$ cat config.mk
export PLATFORM = sky130hd
export DESIGN_NAME = integer_to_ascii_formatter_top
export DESIGN_NICKNAME = d
export VERILOG_FILES = /design/src/hw/rtl/itaf_pkg.sv /design/src/hw/rtl/itaf_ram.sv /design/src/hw/rtl/itaf_ctrl.sv /design/src/hw/rtl/itaf_datapath.sv /design/src/hw/rtl/integer_to_ascii_formatter_top.sv
export SDC_FILE = /design/constraint.sdc
export NUM_CORES = 1
export LEC_CHECK = 0
export ABC_AREA = 0
export BUFFER_PORTS_ARGS = -buffer_cell sky130_fd_sc_hd__buf_2
export CAP_MARGIN = 25
export CELL_PAD_IN_SITES_DETAIL_PLACEMENT = 1
export CELL_PAD_IN_SITES_GLOBAL_PLACEMENT = 2
export CORE_UTILIZATION = 25
export CTS_CLUSTER_DIAMETER = 30
export DETAILED_ROUTE_END_ITERATION = 6
export PLACE_DENSITY_LB_ADDON = 0.05
export SYNTH_ARGS = -nofsm -noshare
export SYNTH_HDL_FRONTEND = slang
export SYNTH_SLANG_ARGS = --single-unit
$ cat constraint.sdc
create_clock -name clk -period 29.5 [get_ports clk]
set_input_delay 1.475 -clock clk [delete_from_list [all_inputs] [get_ports clk]]
set_output_delay 1.475 -clock clk [all_outputs]
set_load 0.05 [all_outputs]
$ cat src/hw/rtl/itaf_pkg.sv
`timescale 1ns / 1ps
`default_nettype none

package itaf_pkg;

  localparam int VALUE_W         = 32;
  localparam int RADIX_W         = 5;
  localparam int FIELD_W         = 6;
  localparam int FLAGS_W         = 7;
  localparam int CHAR_W          = 8;
  localparam int DIGIT_W         = 4;
  localparam int BITS_PER_STEP   = 8;
  localparam int STEPS_PER_DIGIT = VALUE_W / BITS_PER_STEP;
  localparam int STEP_W          = $clog2(STEPS_PER_DIGIT);

  localparam int FLG_ZERO   = 0;
  localparam int FLG_SIGNED = 1;
  localparam int FLG_PLUS   = 2;
  localparam int FLG_SPACE  = 3;
  localparam int FLG_LEFT   = 4;
  localparam int FLG_LOWER  = 5;
  localparam int FLG_PREFIX = 6;

  localparam logic [RADIX_W-1:0] RADIX_MIN = 5'd2;
  localparam logic [RADIX_W-1:0] RADIX_OCT = 5'd8;
  localparam logic [RADIX_W-1:0] RADIX_HEX = 5'd16;

  localparam logic [CHAR_W-1:0] CH_SPACE      = 8'h20;
  localparam logic [CHAR_W-1:0] CH_PLUS       = 8'h2B;
  localparam logic [CHAR_W-1:0] CH_MINUS      = 8'h2D;
  localparam logic [CHAR_W-1:0] CH_ZERO       = 8'h30;
  localparam logic [CHAR_W-1:0] CH_ALPHA_BASE = 8'h37;
  localparam logic [CHAR_W-1:0] CH_UPPER_X    = 8'h58;
  localparam logic [CHAR_W-1:0] CH_CASE_BIT   = 8'h20;
  localparam logic [CHAR_W-1:0] CH_MAX        = 8'h7A;

  typedef struct packed {
    logic load;
    logic step;
    logic prep;
    logic pad;
    logic bound;
    logic emit;
  } itaf_cmd_t;

  typedef struct packed {
    logic bad_radix;
    logic digit_done;
    logic more_digits;
    logic gen_ready;
    logic gen_last;
  } itaf_sts_t;

  function automatic logic [CHAR_W-1:0] glyph(input logic [DIGIT_W-1:0] d,
                                              input logic lower);
    logic [CHAR_W-1:0] c;
    if (d < 4'd10) begin
      c = CH_ZERO + {4'd0, d};
    end else begin
      c = CH_ALPHA_BASE + {4'd0, d};
    end
    return lower ? (c | CH_CASE_BIT) : c;
  endfunction

endpackage

`default_nettype wire

$ cat src/hw/rtl/itaf_ram.sv
`timescale 1ns / 1ps
`default_nettype none

module itaf_ram #(
  parameter int WIDTH = 4,
  parameter int DEPTH = 32
) (
  input  logic                     clk,
  input  logic                     wr_en,
  input  logic [$clog2(DEPTH)-1:0] wr_addr,
  input  logic [WIDTH-1:0]         wr_data,
  input  logic                     rd_en,
  input  logic [$clog2(DEPTH)-1:0] rd_addr,
  output logic [WIDTH-1:0]         rd_data
);

  logic [WIDTH-1:0] mem [DEPTH];

  always_ff @(posedge clk) begin
    if (wr_en) begin
      mem[wr_addr] <= wr_data;
    end
    if (rd_en) begin
      rd_data <= mem[rd_addr];
    end
  end

endmodule

`default_nettype wire

$ cat src/hw/rtl/itaf_ctrl.sv
`timescale 1ns / 1ps
`default_nettype none

module itaf_ctrl (
  input  logic                clk,
  input  logic                rst,
  input  logic                in_valid,
  output logic                in_stall,
  input  itaf_pkg::itaf_sts_t sts,
  output itaf_pkg::itaf_cmd_t cmd
);

  import itaf_pkg::*;

  localparam logic [2:0] S_IDLE  = 3'd0;
  localparam logic [2:0] S_DIV   = 3'd1;
  localparam logic [2:0] S_PREP  = 3'd2;
  localparam logic [2:0] S_PAD   = 3'd3;
  localparam logic [2:0] S_BOUND = 3'd4;
  localparam logic [2:0] S_EMIT  = 3'd5;

  logic [2:0] state;
  logic [2:0] state_next;

  always_ff @(posedge clk) begin
    if (rst) begin
      state <= S_IDLE;
    end else begin
      state <= state_next;
    end
  end

  always_comb begin
    state_next = state;
    cmd        = '0;
    unique case (state)
      S_IDLE: begin
        if (in_valid) begin
          cmd.load = 1'b1;
          // drop an item with a bad radix
          if (!sts.bad_radix) begin
            state_next = S_DIV;
          end
        end
      end
      S_DIV: begin
        cmd.step = 1'b1;
        if (sts.digit_done && !sts.more_digits) begin
          state_next = S_PREP;
        end
      end
      S_PREP: begin
        cmd.prep   = 1'b1;
        state_next = S_PAD;
      end
      S_PAD: begin
        cmd.pad    = 1'b1;
        state_next = S_BOUND;
      end
      S_BOUND: begin
        cmd.bound  = 1'b1;
        state_next = S_EMIT;
      end
      S_EMIT: begin
        if (sts.gen_ready) begin
          cmd.emit = 1'b1;
          if (sts.gen_last) begin
            state_next = S_IDLE;
          end
        end
      end
      default: begin
        state_next = S_IDLE;
      end
    endcase
  end

  assign in_stall = (state != S_IDLE);

endmodule

`default_nettype wire

$ cat src/hw/rtl/itaf_datapath.sv
`timescale 1ns / 1ps
`default_nettype none

module itaf_datapath #(
  parameter int MAX_DIGITS = 32,
  parameter int MAX_FIELD  = 48
) (
  input  logic                           clk,
  input  logic                           rst,
  input  itaf_pkg::itaf_cmd_t            cmd,
  output itaf_pkg::itaf_sts_t            sts,
  input  logic [itaf_pkg::VALUE_W-1:0]   value,
  input  logic [itaf_pkg::RADIX_W-1:0]   radix,
  input  logic [itaf_pkg::FIELD_W-1:0]   field_width,
  input  logic [itaf_pkg::FIELD_W-1:0]   min_digits,
  input  logic [itaf_pkg::FLAGS_W-1:0]   format_flags,
  input  logic                           out_stall,
  output logic                           out_valid,
  output logic [itaf_pkg::CHAR_W-1:0]    character,
  output logic                           last_char
);

  import itaf_pkg::*;

  localparam int CNT_W  = $clog2(MAX_DIGITS + 1);
  localparam int ADDR_W = $clog2(MAX_DIGITS);
  localparam int POS_W  = $clog2(MAX_FIELD + MAX_DIGITS + 4);

  localparam logic [FIELD_W-1:0] FIELD_MAX = FIELD_W'(MAX_FIELD);
  localparam logic [CNT_W-1:0]   CNT_STOP  = CNT_W'(MAX_DIGITS - 1);
  localparam logic [STEP_W-1:0]  STEP_LAST = STEP_W'(STEPS_PER_DIGIT - 1);

  // item context
  logic [RADIX_W-1:0] radix_r;
  logic [FIELD_W-1:0] fw_r;
  logic [FIELD_W-1:0] md_r;
  logic               zero_eff;
  logic               left;
  logic               lower;
  logic               sign_on;
  logic [CHAR_W-1:0]  sign_char;
  logic [1:0]         pre_len;

  // digit extraction
  logic [VALUE_W-1:0]       quo;
  logic [VALUE_W-1:0]       quo_next;
  logic [DIGIT_W-1:0]       rem;
  logic [DIGIT_W-1:0]       div_r;
  logic [DIGIT_W:0]         div_t;
  logic [BITS_PER_STEP-1:0] div_qb;
  logic [STEP_W-1:0]        step_cnt;
  logic [CNT_W-1:0]         dig_cnt;

  // field layout
  logic [POS_W-1:0] prec;
  logic [1:0]       hdr;
  logic [POS_W-1:0] lead;
  logic [POS_W-1:0] lead_v;
  logic [POS_W-1:0] pad;
  logic [POS_W-1:0] total;
  logic [POS_W-1:0] b_lead;
  logic [POS_W-1:0] b_sign;
  logic [POS_W-1:0] b_p0;
  logic [POS_W-1:0] b_px;
  logic [POS_W-1:0] b_prec;
  logic [POS_W-1:0] b_dig;
  logic [POS_W-1:0] b_lead_v;
  logic [POS_W-1:0] b_dig_v;
  logic [POS_W-1:0] pos;
  logic [POS_W-1:0] dix;

  // character generation
  logic              gen_digit;
  logic [CHAR_W-1:0] gen_char;
  logic              b_valid;
  logic              b_digit;
  logic              b_last;
  logic              b_lower;
  logic [CHAR_W-1:0] b_char;
  logic              o_ready;
  logic              b_ready;
  logic [DIGIT_W-1:0] rd_data;
  logic              digit_wr;

  always_ff @(posedge clk) begin
    if (cmd.load) begin
      radix_r  <= radix;
      fw_r     <= (field_width > FIELD_MAX) ? FIELD_MAX : field_width;
      md_r     <= (min_digits > FIELD_MAX) ? FIELD_MAX : min_digits;
      zero_eff <= format_flags[FLG_ZERO] & ~format_flags[FLG_LEFT];
      left     <= format_flags[FLG_LEFT];
      lower    <= format_flags[FLG_LOWER];
      sign_on  <= format_flags[FLG_SIGNED] & (value[VALUE_W-1] | format_flags[FLG_PLUS] |
                                              format_flags[FLG_SPACE]);
      sign_char <= value[VALUE_W-1] ? CH_MINUS :
                   (format_flags[FLG_PLUS] ? CH_PLUS : CH_SPACE);
      if (!format_flags[FLG_PREFIX]) begin
        pre_len <= 2'd0;
      end else if (radix == RADIX_OCT) begin
        pre_len <= 2'd1;
      end else if (radix == RADIX_HEX) begin
        pre_len <= 2'd2;
      end else begin
        pre_len <= 2'd0;
      end
    end
  end

  // eight restoring steps, most significant bit first
  always_comb begin
    div_r  = rem;
    div_t  = '0;
    div_qb = '0;
    for (int i = 0; i < BITS_PER_STEP; i++) begin
      div_t = {div_r, quo[VALUE_W-1-i]};
      if (div_t >= radix_r) begin
        div_t                       = div_t - radix_r;
        div_qb[BITS_PER_STEP-1-i]   = 1'b1;
      end
      div_r = div_t[DIGIT_W-1:0];
    end
  end

  assign quo_next = {quo[VALUE_W-BITS_PER_STEP-1:0], div_qb};
  assign digit_wr = cmd.step && (step_cnt == STEP_LAST);

  always_ff @(posedge clk) begin
    if (cmd.load) begin
      quo      <= (format_flags[FLG_SIGNED] && value[VALUE_W-1]) ?
                  (VALUE_W'(0) - value) : value;
      rem      <= '0;
      step_cnt <= '0;
      dig_cnt  <= '0;
    end else if (cmd.step) begin
      quo <= quo_next;
      if (step_cnt == STEP_LAST) begin
        rem      <= '0;
        step_cnt <= '0;
        dig_cnt  <= dig_cnt + CNT_W'(1);
      end else begin
        rem      <= div_r;
        step_cnt <= step_cnt + STEP_W'(1);
      end
    end
  end

  assign lead_v   = POS_W'(hdr) + prec;
  assign b_lead_v = (!zero_eff && !left) ? pad : '0;
  assign b_dig_v  = (left ? POS_W'(0) : pad) + lead;

  always_ff @(posedge clk) begin
    if (cmd.prep) begin
      prec <= (POS_W'(md_r) > POS_W'(dig_cnt)) ? POS_W'(md_r) : POS_W'(dig_cnt);
      hdr  <= {1'b0, sign_on} + pre_len;
    end
    if (cmd.pad) begin
      lead <= lead_v;
      pad  <= (POS_W'(fw_r) > lead_v) ? (POS_W'(fw_r) - lead_v) : '0;
    end
    if (cmd.bound) begin
      total  <= pad + lead;
      b_lead <= b_lead_v;
      b_sign <= b_lead_v + POS_W'(sign_on);
      b_p0   <= b_lead_v + POS_W'(sign_on) + POS_W'(pre_len != 2'd0);
      b_px   <= b_lead_v + POS_W'(hdr);
      b_dig  <= b_dig_v;
      b_prec <= b_dig_v - POS_W'(dig_cnt);
      pos    <= '0;
    end else if (cmd.emit) begin
      pos <= pos + POS_W'(1);
    end
  end

  assign dix = b_dig - POS_W'(1) - pos;

  always_comb begin
    gen_digit = 1'b0;
    gen_char  = CH_SPACE;
    if (pos < b_lead) begin
      gen_char = CH_SPACE;
    end else if (pos < b_sign) begin
      gen_char = sign_char;
    end else if (pos < b_p0) begin
      gen_char = CH_ZERO;
    end else if (pos < b_px) begin
      gen_char = lower ? (CH_UPPER_X | CH_CASE_BIT) : CH_UPPER_X;
    end else if (pos < b_prec) begin
      gen_char = CH_ZERO;
    end else if (pos < b_dig) begin
      gen_digit = 1'b1;
    end else begin
      gen_char = CH_SPACE;
    end
  end

  itaf_ram #(
    .WIDTH (DIGIT_W),
    .DEPTH (MAX_DIGITS)
  ) u_digits (
    .clk     (clk),
    .wr_en   (digit_wr),
    .wr_addr (dig_cnt[ADDR_W-1:0]),
    .wr_data (div_r),
    .rd_en   (cmd.emit),
    .rd_addr (dix[ADDR_W-1:0]),
    .rd_data (rd_data)
  );

  assign o_ready = !out_valid || !out_stall;
  assign b_ready = !b_valid || o_ready;

  always_ff @(posedge clk) begin
    if (rst) begin
      b_valid   <= 1'b0;
      out_valid <= 1'b0;
    end else begin
      if (cmd.emit) begin
        b_valid <= 1'b1;
      end else if (o_ready) begin
        b_valid <= 1'b0;
      end
      if (o_ready) begin
        out_valid <= b_valid;
      end
    end
  end

  always_ff @(posedge clk) begin
    if (cmd.emit) begin
      b_digit <= gen_digit;
      b_char  <= gen_char;
      b_last  <= (pos == total - POS_W'(1));
      b_lower <= lower;
    end
    if (o_ready && b_valid) begin
      character <= b_digit ? glyph(rd_data, b_lower) : b_char;
      last_char <= b_last;
    end
  end

  assign sts.bad_radix   = (radix < RADIX_MIN) || (radix > RADIX_HEX);
  assign sts.digit_done  = (step_cnt == STEP_LAST);
  assign sts.more_digits = (quo_next != '0) && (dig_cnt < CNT_STOP);
  assign sts.gen_ready   = b_ready;
  assign sts.gen_last    = (pos == total - POS_W'(1));

endmodule

`default_nettype wire

$ cat src/hw/rtl/integer_to_ascii_formatter_top.sv
`timescale 1ns / 1ps
`default_nettype none

// Channel  Handshake           Payload
// input    in_valid/in_stall   value, radix, field_width, min_digits, format_flags
// output   out_valid/out_stall character, last_char
//
// One item at a time. The restoring divider extracts digits at 8 quotient bits a
// cycle, then the layout states prep, pad and bound run, then characters go out
// at one per cycle while the output is not stalled.
// An item with a radix outside 2..16 is taken and gives nothing.
// Synchronous reset clears the controller and output valid; no clearing pass.
// Output stall holds the output register; the generator stage fills behind it.

module integer_to_ascii_formatter_top #(
  parameter int MAX_DIGITS = 32,
  parameter int MAX_FIELD  = 48
) (
  input  logic                         clk,
  input  logic                         rst,
  input  logic                         in_valid,
  output logic                         in_stall,
  input  logic [itaf_pkg::VALUE_W-1:0] value,
  input  logic [itaf_pkg::RADIX_W-1:0] radix,
  input  logic [itaf_pkg::FIELD_W-1:0] field_width,
  input  logic [itaf_pkg::FIELD_W-1:0] min_digits,
  input  logic [itaf_pkg::FLAGS_W-1:0] format_flags,
  output logic                         out_valid,
  input  logic                         out_stall,
  output logic [itaf_pkg::CHAR_W-1:0]  character,
  output logic                         last_char
);

  import itaf_pkg::*;

  itaf_cmd_t cmd;
  itaf_sts_t sts;

  itaf_ctrl u_ctrl (
    .clk      (clk),
    .rst      (rst),
    .in_valid (in_valid),
    .in_stall (in_stall),
    .sts      (sts),
    .cmd      (cmd)
  );

  itaf_datapath #(
    .MAX_DIGITS (MAX_DIGITS),
    .MAX_FIELD  (MAX_FIELD)
  ) u_datapath (
    .clk          (clk),
    .rst          (rst),
    .cmd          (cmd),
    .sts          (sts),
    .value        (value),
    .radix        (radix),
    .field_width  (field_width),
    .min_digits   (min_digits),
    .format_flags (format_flags),
    .out_stall    (out_stall),
    .out_valid    (out_valid),
    .character    (character),
    .last_char    (last_char)
  );

endmodule

`default_nettype wire

# Word level (Yosys, flattened, before mapping)
# Memory sizes are Yosys's and may differ from the RTL's. A register that Yosys moved wholly into a read port is not among the register bits.
# Cells that the tools add are included.
dict set report word_totals {
  memories 1
  out_inout_bits 11
  reg_bits 179
  input_bits 60
  word_cells 183
  mem_bits_rw 128
}
dict set report classes {
  reduce_logical 25
  n_lt_le_gt_ge 22
  n_eq_ne 14
  bitwise_logic 6
  mux 54
  addsub 26
}
# memory depth width rd rd_ports_with_merged_regs write_ports line_no
set mem_list {}
lappend mem_list {u_datapath.u_digits.mem 32 4 1 1 1 itaf_ram.sv:17} ;# logic [WIDTH-1:0] mem [DEPTH];
# cell count
set op_table {}
lappend op_table {{$mux W32} 3}
lappend op_table {{$lt A7 B7 Y1} 6}
lappend op_table {{$ge A5 B5 Y1} 8}
lappend op_table {{$mux W4} 10}
lappend op_table {{$mux W8} 4}
lappend op_table {{$reduce_bool A32 Y1} 1}
lappend op_table {{$sub A1 B32 Y32 const A} 1}
lappend op_table {{$sub A4 B4 Y4} 8}
lappend op_table {{$mux W1} 22}
lappend op_table {{$mux W7} 3}
lappend op_table {{$mux W6} 3}
lappend op_table {{$pmux W3 S6} 1}
lappend op_table {{$mux W3} 5}
lappend op_table {{$add A6 B4 Y7 const A} 2}
lappend op_table {{$add A7 B1 Y7} 2}
lappend op_table {{$add A7 B7 Y7} 2}
lappend op_table {{$gt A6 B6 Y1 const B} 2}
lappend op_table {{$add A2 B7 Y7} 1}
lappend op_table {{$add A7 B1 Y7 const B} 1}
lappend op_table {{$add A7 B2 Y7} 1}
lappend op_table {{$eq A7 B7 Y1} 1}
lappend op_table {{$gt A6 B7 Y1} 1}
lappend op_table {{$sub A6 B7 Y7} 1}
lappend op_table {{$sub A7 B1 Y7 const B} 1}
lappend op_table {{34 further kinds} 57}

# Logic depth before layout (Yosys ltp)
# Gate-level depths: netlist of run 1.
dict set report depth {
  depth_word 22
  mapped_depth 49
  ltp_nobuf 49
}

# Cells and area by module
# From an unflattened synthesis of run 1, not the netlist that was laid out.
dict set report hier_totals {
  hier_cells 1362
  hier_area_um2 16869.9
}
# module area_per_inst_um2 instances cells_each
set modules_own_cells {}
lappend modules_own_cells {itaf_datapath 11467.2 1 1106}
lappend modules_own_cells {itaf_ram 5178.7 1 231}
lappend modules_own_cells {itaf_ctrl 224.0 1 25}

# Worst setup path after synthesis of run 1
# No wires, ideal clock.
dict set report synth_path {
  path_type {flip-flop to flip-flop}
  from {reg u_datapath.radix_r[1]}
  to {mem u_datapath.u_digits.mem[0][0], data pin}
  synth_period_minus_slack_ns 11.088
  stages_incl_launch_ff 42
  t_arrival_ns 10.624
  slack_ns 18.412
  path_cell_list {edfxtp_1 > inv_1 > ha_1 > a211oi_1 > o21ai_2 > mux2_2 > ha_1 > o211ai_1 > o21ai_2 > mux2_2 > inv_1 > ha_1 > and4_1 > nor3_1 > a31o_2 > mux2_4 > inv_1 > ha_1 > [6 not listed] > o21ai_2 > mux2_2 > ha_1 > o211ai_1 > o21ai_2 > mux2_2 > inv_1 > ha_1 > nor2b_1 > o211ai_1 > a31oi_2 > o21ai_1 > inv_1 > ha_1 > a211oi_1 > o21bai_1 > a21oi_2 > o21ai_0}
}
dict set report synth_between {
  elab_chain_len 16
}
# item line_no
set synth_rtl {}
lappend synth_rtl {{from (decl)} itaf_datapath.sv:34} ;# logic [RADIX_W-1:0] radix_r;
lappend synth_rtl {{from (signal assigned)} itaf_datapath.sv:87} ;# radix_r <= radix;
lappend synth_rtl {{$sub A4 B4 Y4 / $ge A5 B5 Y1 (equally long branches)} {itaf_datapath.sv:117, itaf_datapath.sv:116}}
lappend synth_rtl {{$mux W4} itaf_datapath.sv:116} ;# if (div_t >= radix_r) begin
lappend synth_rtl {{$sub A4 B4 Y4 / $ge A5 B5 Y1 (equally long branches)} {itaf_datapath.sv:117, itaf_datapath.sv:116}}
lappend synth_rtl {{$mux W4} itaf_datapath.sv:116}
lappend synth_rtl {{$sub A4 B4 Y4 / $ge A5 B5 Y1 (equally long branches)} {itaf_datapath.sv:117, itaf_datapath.sv:116}}
lappend synth_rtl {{$mux W4} itaf_datapath.sv:116}
lappend synth_rtl {{$ge A5 B5 Y1 / $sub A4 B4 Y4 (equally long branches)} {itaf_datapath.sv:116, itaf_datapath.sv:117}}
lappend synth_rtl {{$mux W4} itaf_datapath.sv:116}
lappend synth_rtl {{$sub A4 B4 Y4 / $ge A5 B5 Y1 (equally long branches)} {itaf_datapath.sv:117, itaf_datapath.sv:116}}
lappend synth_rtl {{$mux W4} itaf_datapath.sv:116}
lappend synth_rtl {{$sub A4 B4 Y4 / $ge A5 B5 Y1 (equally long branches)} {itaf_datapath.sv:117, itaf_datapath.sv:116}}
lappend synth_rtl {{$mux W4} itaf_datapath.sv:116}
lappend synth_rtl {{$sub A4 B4 Y4 / $ge A5 B5 Y1 (equally long branches)} {itaf_datapath.sv:117, itaf_datapath.sv:116}}
lappend synth_rtl {{$mux W4} itaf_datapath.sv:116}
lappend synth_rtl {{$ge A5 B5 Y1 (*)} itaf_datapath.sv:116}
lappend synth_rtl {{$mux W4 (*)} itaf_datapath.sv:116}
lappend synth_rtl {{named net u_datapath.div_t[0]} itaf_datapath.sv:49} ;# logic [DIGIT_W:0] div_t;
lappend synth_rtl {{to (decl)} itaf_ram.sv:17}
# The timed path passes the listed nets; every way through them passes the cells marked *.

# Worst setup path in the final report of run 1
dict set report layout_path {
  from {reg u_datapath.radix_r[1]}
  to {reg u_datapath.rem[2]}
}
dict set report layout_between {
  elab_chain_len 17
}
# item line_no
set layout_rtl {}
lappend layout_rtl {{$sub A4 B4 Y4 / $ge A5 B5 Y1 (equally long branches)} {itaf_datapath.sv:117, itaf_datapath.sv:116}}
lappend layout_rtl {{$mux W4} itaf_datapath.sv:116}
lappend layout_rtl {{$sub A4 B4 Y4 / $ge A5 B5 Y1 (equally long branches)} {itaf_datapath.sv:117, itaf_datapath.sv:116}}
lappend layout_rtl {{$mux W4} itaf_datapath.sv:116}
lappend layout_rtl {{$sub A4 B4 Y4 / $ge A5 B5 Y1 (equally long branches)} {itaf_datapath.sv:117, itaf_datapath.sv:116}}
lappend layout_rtl {{$mux W4} itaf_datapath.sv:116}
lappend layout_rtl {{$ge A5 B5 Y1 / $sub A4 B4 Y4 (equally long branches)} {itaf_datapath.sv:116, itaf_datapath.sv:117}}
lappend layout_rtl {{$mux W4} itaf_datapath.sv:116}
lappend layout_rtl {{[2 not listed]} --}
lappend layout_rtl {{$sub A4 B4 Y4 / $ge A5 B5 Y1 (equally long branches)} {itaf_datapath.sv:117, itaf_datapath.sv:116}}
lappend layout_rtl {{$mux W4} itaf_datapath.sv:116}
lappend layout_rtl {{$ge A5 B5 Y1 / $sub A4 B4 Y4 (equally long branches)} {itaf_datapath.sv:116, itaf_datapath.sv:117}}
lappend layout_rtl {{$mux W4} itaf_datapath.sv:116}
lappend layout_rtl {{$sub A4 B4 Y4 / $ge A5 B5 Y1 (equally long branches)} {itaf_datapath.sv:117, itaf_datapath.sv:116}}
lappend layout_rtl {{$mux W4 (*)} itaf_datapath.sv:116}
lappend layout_rtl {{named net u_datapath.div_t[2]} itaf_datapath.sv:49}
lappend layout_rtl {{$mux W4 (*)} itaf_datapath.sv:136} ;# if (step_cnt == STEP_LAST) begin
lappend layout_rtl {{to (signal assigned)} itaf_datapath.sv:141} ;# rem <= div_r;
lappend layout_rtl {{to (decl)} itaf_datapath.sv:47} ;# logic [DIGIT_W-1:0] rem;
# Marks and branches as above.
# A chain may end at the register's enable or synchronous reset.

==> reports/results.tsv, run 1 <==
stage	metric	value	unit
status	status	complete, no violations	
synthesis	synth_seq_cells	303	
synthesis	syn_area	16600	µm²
critical_path	required	29980	ps
global_routing	antenna_found_initial	8	
timing	rsz0062_at_grt	false	
die	die_w	260	µm
clock_tree	cts_setup_buffers	0	
critical_path	critPathKind	register to register	
route	first_pass_iters	4	
placement	place.gp.congestion	0.717	
cells_and_area	stdcell_count	2403	
route	drc	0	
critical_path	slowest_stage	edfxtp_1	
global_routing	grt_max_degree	58	
clock_tree	cts.clk_slew.worst_paths	40	ps
cells_and_area	fin_area	21000	µm²
route	routed.top_layer	met5	
synthesis	yosysTopAreaCell	edfxtp_1	
timing	fmax	0.0825	GHz
synthesis	syn-num-nets	1526	
synthesis	seq_area_frac_synth	53.2	%
synthesis	synthDominantCellAreaShare	50.3	%
placement	postPlaceCellArea	18000	µm²
cells_and_area	area_growth	26.0	%
timing	hold_violations	0	
synthesis	postSynthAreaPerCell	12.6	µm²
cells_and_area	nFillCells	7131	
cells_and_area	drive_gt1_share	20.3	%
clock_tree	worstSkewPairLatency	630	ps
route	met1_length	21.1	mm
run	cap_violations	0	
global_routing	grtUsageTotal	14.2	%
route	vias_per_cell	4.42	
route	initialDrtViolationCount	345	
die	dieArea	67600	µm²
global_routing	grt_first_pass_wirelength	71.6	mm
timing	clock_skew	40.7	ps
synthesis	synth_flop_cell	edfxtp_1	
cells_and_area	final_common_cell	edfxtp_1	
timing	maxSlewViolCount	0	
cells_and_area	multi_input_area	7200	µm²
timing	tns	0	ps
critical_path	reg2regPathDepth	42	
route	wire_per_inst	19.4	µm
synthesis	synth-edff-count	279	
clock_tree	cts_num_sinks	303	
clock_tree	cts-root-buf	clkbuf_16	
die	core	65900	µm²
placement	placed_cells	2233	
synthesis	synth_warnings	0	
critical_path	path_max_fanout	33	
placement	hpwl	34.4	mm
clock_tree	clockBufferDepth	3	
synthesis	async_flop_share	0	%
critical_path	rr_startpoint	u_datapath.radix_r[1]	
die	row_count	94	
cells_and_area	layout_common_cells	279 x edfxtp_1, 127 x ha_1, 114 x inv_1	
critical_path	crit_arrival	12600	ps
critical_path	crit_start	u_datapath.radix_r[1]	
global_routing	first_global_vias	11700	
clock_tree	cts_hold_buf	0	
worst_hold_path	worstHoldPathCells	0	
route	ant_nets	0	
clock_tree	htreeDepth	3	
timing	slew_headroom	38.7	%
die	initial_core_util	25.3	%
cells_and_area	fin_nets	1663	
critical_path	worstSetupStartpointType	register	
die	io_pins	71	
route	wl_met3	1.82	mm
die	die_h	260	µm
worst_hold_path	min_from	u_datapath.lower	
timing	min_period	12120	ps
global_routing	grt_overflow	0	
critical_path	reg2reg_to	u_datapath.rem[2]	
synthesis	synth_cells	1323	
placement	place.port_buffers	69	
critical_path	worst-r2r-setup-slack	17380	ps
timing	min_period_over_period	41.1	%
route	drt_wl_total	46.6	mm
critical_path	crit_top_cell	ha_1	
critical_path	crit_path_max_incr_delay	730	ps
cells_and_area	regArea	8860	µm²
clock_tree	post_cts_resized	0	
synthesis	synth_area_leaders	edfxtp_1 50%, ha_1 9.6%, mux4_2 5.4%, xnor2_1 3.4%, dfxtp_1 2.9%	
route	via_count	10600	
timing	tightest_slew	915	ps
route	dr_wl_met2	22.7	mm
clock_tree	cts_buffers	88	
clock_tree	cts_tree	done	
worst_hold_path	hp-class	register to register	
worst_hold_path	hold_end	u_datapath.b_lower	
timing	setup_violations	0	
synthesis	netlist-cell-type-count	79	
critical_path	endpoint_kind	register	
-- final cells by class --
cell class              count  share of cell area (%)
flip-flops and latches    303                    42.2
multi-input cells         868                    34.3
clock buffers             105                    10.8
well taps                 864                    5.15
clock inverters            61                    3.28
inverters                 119                    2.13
repair buffers             80                    2.03
diodes                      3                  0.0358
-- registers in the layout, indices dropped and copies added, names as in the netlist, 7 cells and up --
signal,flops
u_datapath.b_prec,7
u_datapath.b_lead,7
u_datapath.b_char,7
u_datapath.total,7
u_datapath.character,7
u_datapath.b_sign,7
u_datapath.pad,7
u_datapath.quo,32
u_datapath.b_p0,7
u_datapath.lead,7
u_datapath.b_px,7
u_datapath.pos,7
u_datapath.u_digits.mem,128
u_datapath.b_dig,7
-- worst max-delay path: cells and delay by family (launching register included) --
| kind | cells | cell delay [ps] |
|---|---|---|
| AOI/OAI and AO/OA | 18 | 4530 |
| adders and majority gates | 8 | 2240 |
| buffers and inverters | 5 | 690 |
| DFF | 1 | 730 |
| muxes | 7 | 3060 |
| and+or+nand+nor | 4 | 710 |
-- kinds of logic (layout without fill, tap and decap cells) --
kind of cell / Yosys count / in the layout / share of synthesized area, %
AND/OR/NAND/NOR: 314 / 314 / 9.52
flip-flops: 303 / 303 / 53.2
AO/OA/AOI/OAI: 234 / 234 / 9.05
buffers and inverters: 152 / 365 / 3.64
adder cells (fa/ha/maj): 143 / 143 / 11.4
XOR/XNOR: 101 / 101 / 5.36
multiplexers: 75 / 75 / 7.77
other: 1 / 4 / 0.0225
-- worst max path at each step --
stage,endpoint,slack [ps],cells after the start
finish,u_datapath.rem[2],17380,42
global route,u_datapath.rem[2],16270,42
CTS,u_datapath.rem[2],17110,42
detailed placement,u_datapath.rem[2],17160,42
global placement,u_datapath.rem[2],17350,42
floorplan,u_datapath.u_digits.mem[0][0],18410,41
-- per-stage QoR --
stage / worst slack (ps) / util (%) / hold WS [ps]
finish: 17380 / 31.8 / 443
global placement: 17350 / 27.3 / 421
detailed placement: 17160 / 27.3 / 439
CTS: 17110 / 31.8 / 439
floorplan: 18410 / - / 400
global route: 16270 / 31.8 / 467
-- Yosys cell counts, types with 4 or more instances --
master	instances
and3_1	10
mux2_2	23
nand2_1	67
a21oi_1	73
nor3_1	13
buf_2	4
a31oi_1	6
clkbuf_1	22
ha_1	128
xor2_1	36
mux2i_1	9
edfxtp_1	279
a211oi_1	8
xnor2_1	64
nand3_1	25
nand4_1	4
a22o_1	5
o21ai_0	40
o21ai_2	4
nor2b_1	20
o21bai_1	7
a2111oi_0	4
o41ai_1	4
and2_1	13
a21boi_0	7
o211ai_1	7
o21ai_1	14
fa_1	15
dfxtp_1	24
inv_2	4
a21o_1	25
inv_1	115
nand2b_1	13
nor4_1	11
nor2_1	104
mux4_2	40
o21a_1	13
-- metal layers --
layer	global-route usage, %	vias to the layer above
met3	3.22	76
met5	0	-
met2	23.9	171
met4	5.00	10
met1	17.7	5187
li1	-	5185
Power of run 1 is not shown: default switching activity piles up to over one toggle a cycle in this logic, so the estimate is an artifact.
==> inputs of run 2 (changes only) <==
Clock period 29.5 ns to 10.1 ns, I/O delays scaled along.
==> reports/results.tsv, run 2 (synthesized netlist as in run 1, its figures left out) <==
stage	metric	value	unit
status	status	complete, no violations	
timing	tightest_slew	940	ps
die	core	65900	µm²
route	wire_per_inst	19.9	µm
global_routing	grtUsageTotal	14.6	%
clock_tree	clockBufferDepth	3	
critical_path	slowest_stage	edfxtp_1	
critical_path	path_buf_inv	7	
cells_and_area	reg_top3	u_datapath.u_digits.mem: 128 flops, u_datapath.quo: 32 flops	
timing	clock_skew	35.0	ps
die	dieArea	67600	µm²
cells_and_area	drive_gt1_share	27.5	%
timing	slew_headroom	37.0	%
critical_path	reg2reg_to	u_datapath.u_digits.mem[28][2]	
clock_tree	cts_tree	done	
critical_path	required	10420	ps
global_routing	grt_overflow	0	
global_routing	grt_first_pass_wirelength	73.5	mm
critical_path	critPathKind	register to register	
clock_tree	cts.clk_slew.worst_paths	40	ps
clock_tree	cts-root-buf	clkbuf_16	
cells_and_area	largest_register_ff_count	128	
placement	hpwl	35.1	mm
worst_hold_path	hp-class	input pin to register	
die	initial_core_util	25.3	%
timing	min_period_over_period	98.0	%
cells_and_area	top_register	u_datapath.u_digits.mem	
route	ant_nets	0	
placement	place.port_buffers	69	
cells_and_area	fin_nets	1733	
die	io_pins	71	
global_routing	grt_max_degree	57	
route	first_pass_iters	5	
global_routing	first_global_vias	12200	
critical_path	cp_top_family	compound AO/OA/AOI/OAI gates	
critical_path	worst-r2r-setup-slack	200	ps
placement	place.gp.congestion	0.749	
clock_tree	htreeDepth	3	
worst_hold_path	hold_end	u_datapath.lower	
critical_path	crit_start	u_datapath.radix_r[0]	
timing	fmax	0.101	GHz
run	cap_violations	0	
route	drt_wl_total	49.1	mm
timing	min_period	9900	ps
clock_tree	worstSkewPairLatency	620	ps
clock_tree	cts_buffers	85	
die	die_w	260	µm
worst_hold_path	worstHoldPathCells	1	
critical_path	crit_path_max_incr_delay	430	ps
critical_path	reg2regPathDepth	44	
timing	rsz0062_at_grt	true	
route	vias_per_cell	4.46	
critical_path	worstSetupStartpointType	register	
timing	whs	85.8	ps
route	initialDrtViolationCount	381	
critical_path	path_max_fanout	8	
timing	hold_violations	0	
timing	maxSlewViolCount	0	
cells_and_area	area_growth	32.6	%
route	drc	0	
worst_hold_path	min_from	format_flags[5]	
die	row_count	94	
cells_and_area	layout_common_cells	279 x edfxtp_1, 107 x ha_1, 106 x inv_1	
critical_path	rr_startpoint	u_datapath.radix_r[0]	
critical_path	crit_arrival	10210	ps
global_routing	antenna_found_initial	7	
clock_tree	cts_num_sinks	303	
clock_tree	cts_hold_buf	0	
critical_path	endpoint_kind	register	
cells_and_area	final_common_cell	edfxtp_1	
cells_and_area	nFillCells	7062	
timing	setup_violations	0	
die	die_h	260	µm
route	via_count	11000	
-- run 2: cell type report --
class / count / area, µm² / area share, %
Sequential cell: 303 / 8860 / 40.1
Multi-Input combinational cell: 870 / 7770 / 35.2
Clock buffer: 97 / 2190 / 9.93
Timing Repair Buffer: 151 / 1100 / 4.97
Tap cell: 864 / 1080 / 4.90
Clock inverter: 61 / 621 / 2.81
Inverter: 119 / 452 / 2.05
Antenna cell: 2 / 5.00 / 0.0227
-- run 2: routing by layer --
metal / vias to the layer above / share of wire [%] / GRT usage (%)
li1: 5328 / - / -
met1: 5410 / 45 / 17.9
met2: 173 / 49 / 25.1
met3: 81 / 3.5 / 2.89
met4: 10 / 2.4 / 5.59
met5: - / 0.14 / 0
-- run 2: repair_timing --
action                                  4_1_cts  5_1_grt
cloned                                        1        5
resized for setup                            16       64
buffers inserted                             19       25
endpoints found under the setup margin      135      136
pin swaps                                    21       35
-- run 2: how the worst max path moves through the flow --
stage / depth (start not counted) / endpoint / slack [ps]
CTS: 48 / u_datapath.u_digits.mem[30][1] / 10
finish: 44 / u_datapath.u_digits.mem[28][2] / 200
global route: 45 / u_datapath.rem[3] / -240
detailed placement: 42 / u_datapath.rem[2] / -270
floorplan: 41 / u_datapath.u_digits.mem[0][1] / 20
global placement: 41 / u_datapath.rem[2] / -90
-- run 2: stage by stage --
| stage | setup WS, ps | util [%] | setup TNS, ps | instance area, µm² | instances |
|---|---|---|---|---|---|
| 2_1_floorplan | 19.9 | - | 0 | 16800 | 1323 |
| 3_3_place_gp | -88.3 | 27.9 | -2830 | 18400 | 2259 |
| 3_5_place_dp | -270 | 27.9 | -23160 | 18400 | 2259 |
| 4_1_cts | 11.1 | 32.5 | 0 | 21400 | 2437 |
| 5_1_grt | -238 | 33.5 | -19930 | 22100 | 2467 |
| 6_report | 205 | 33.5 | 0 | 22100 | 2467 |
Power of run 2 is left out for the same reason.
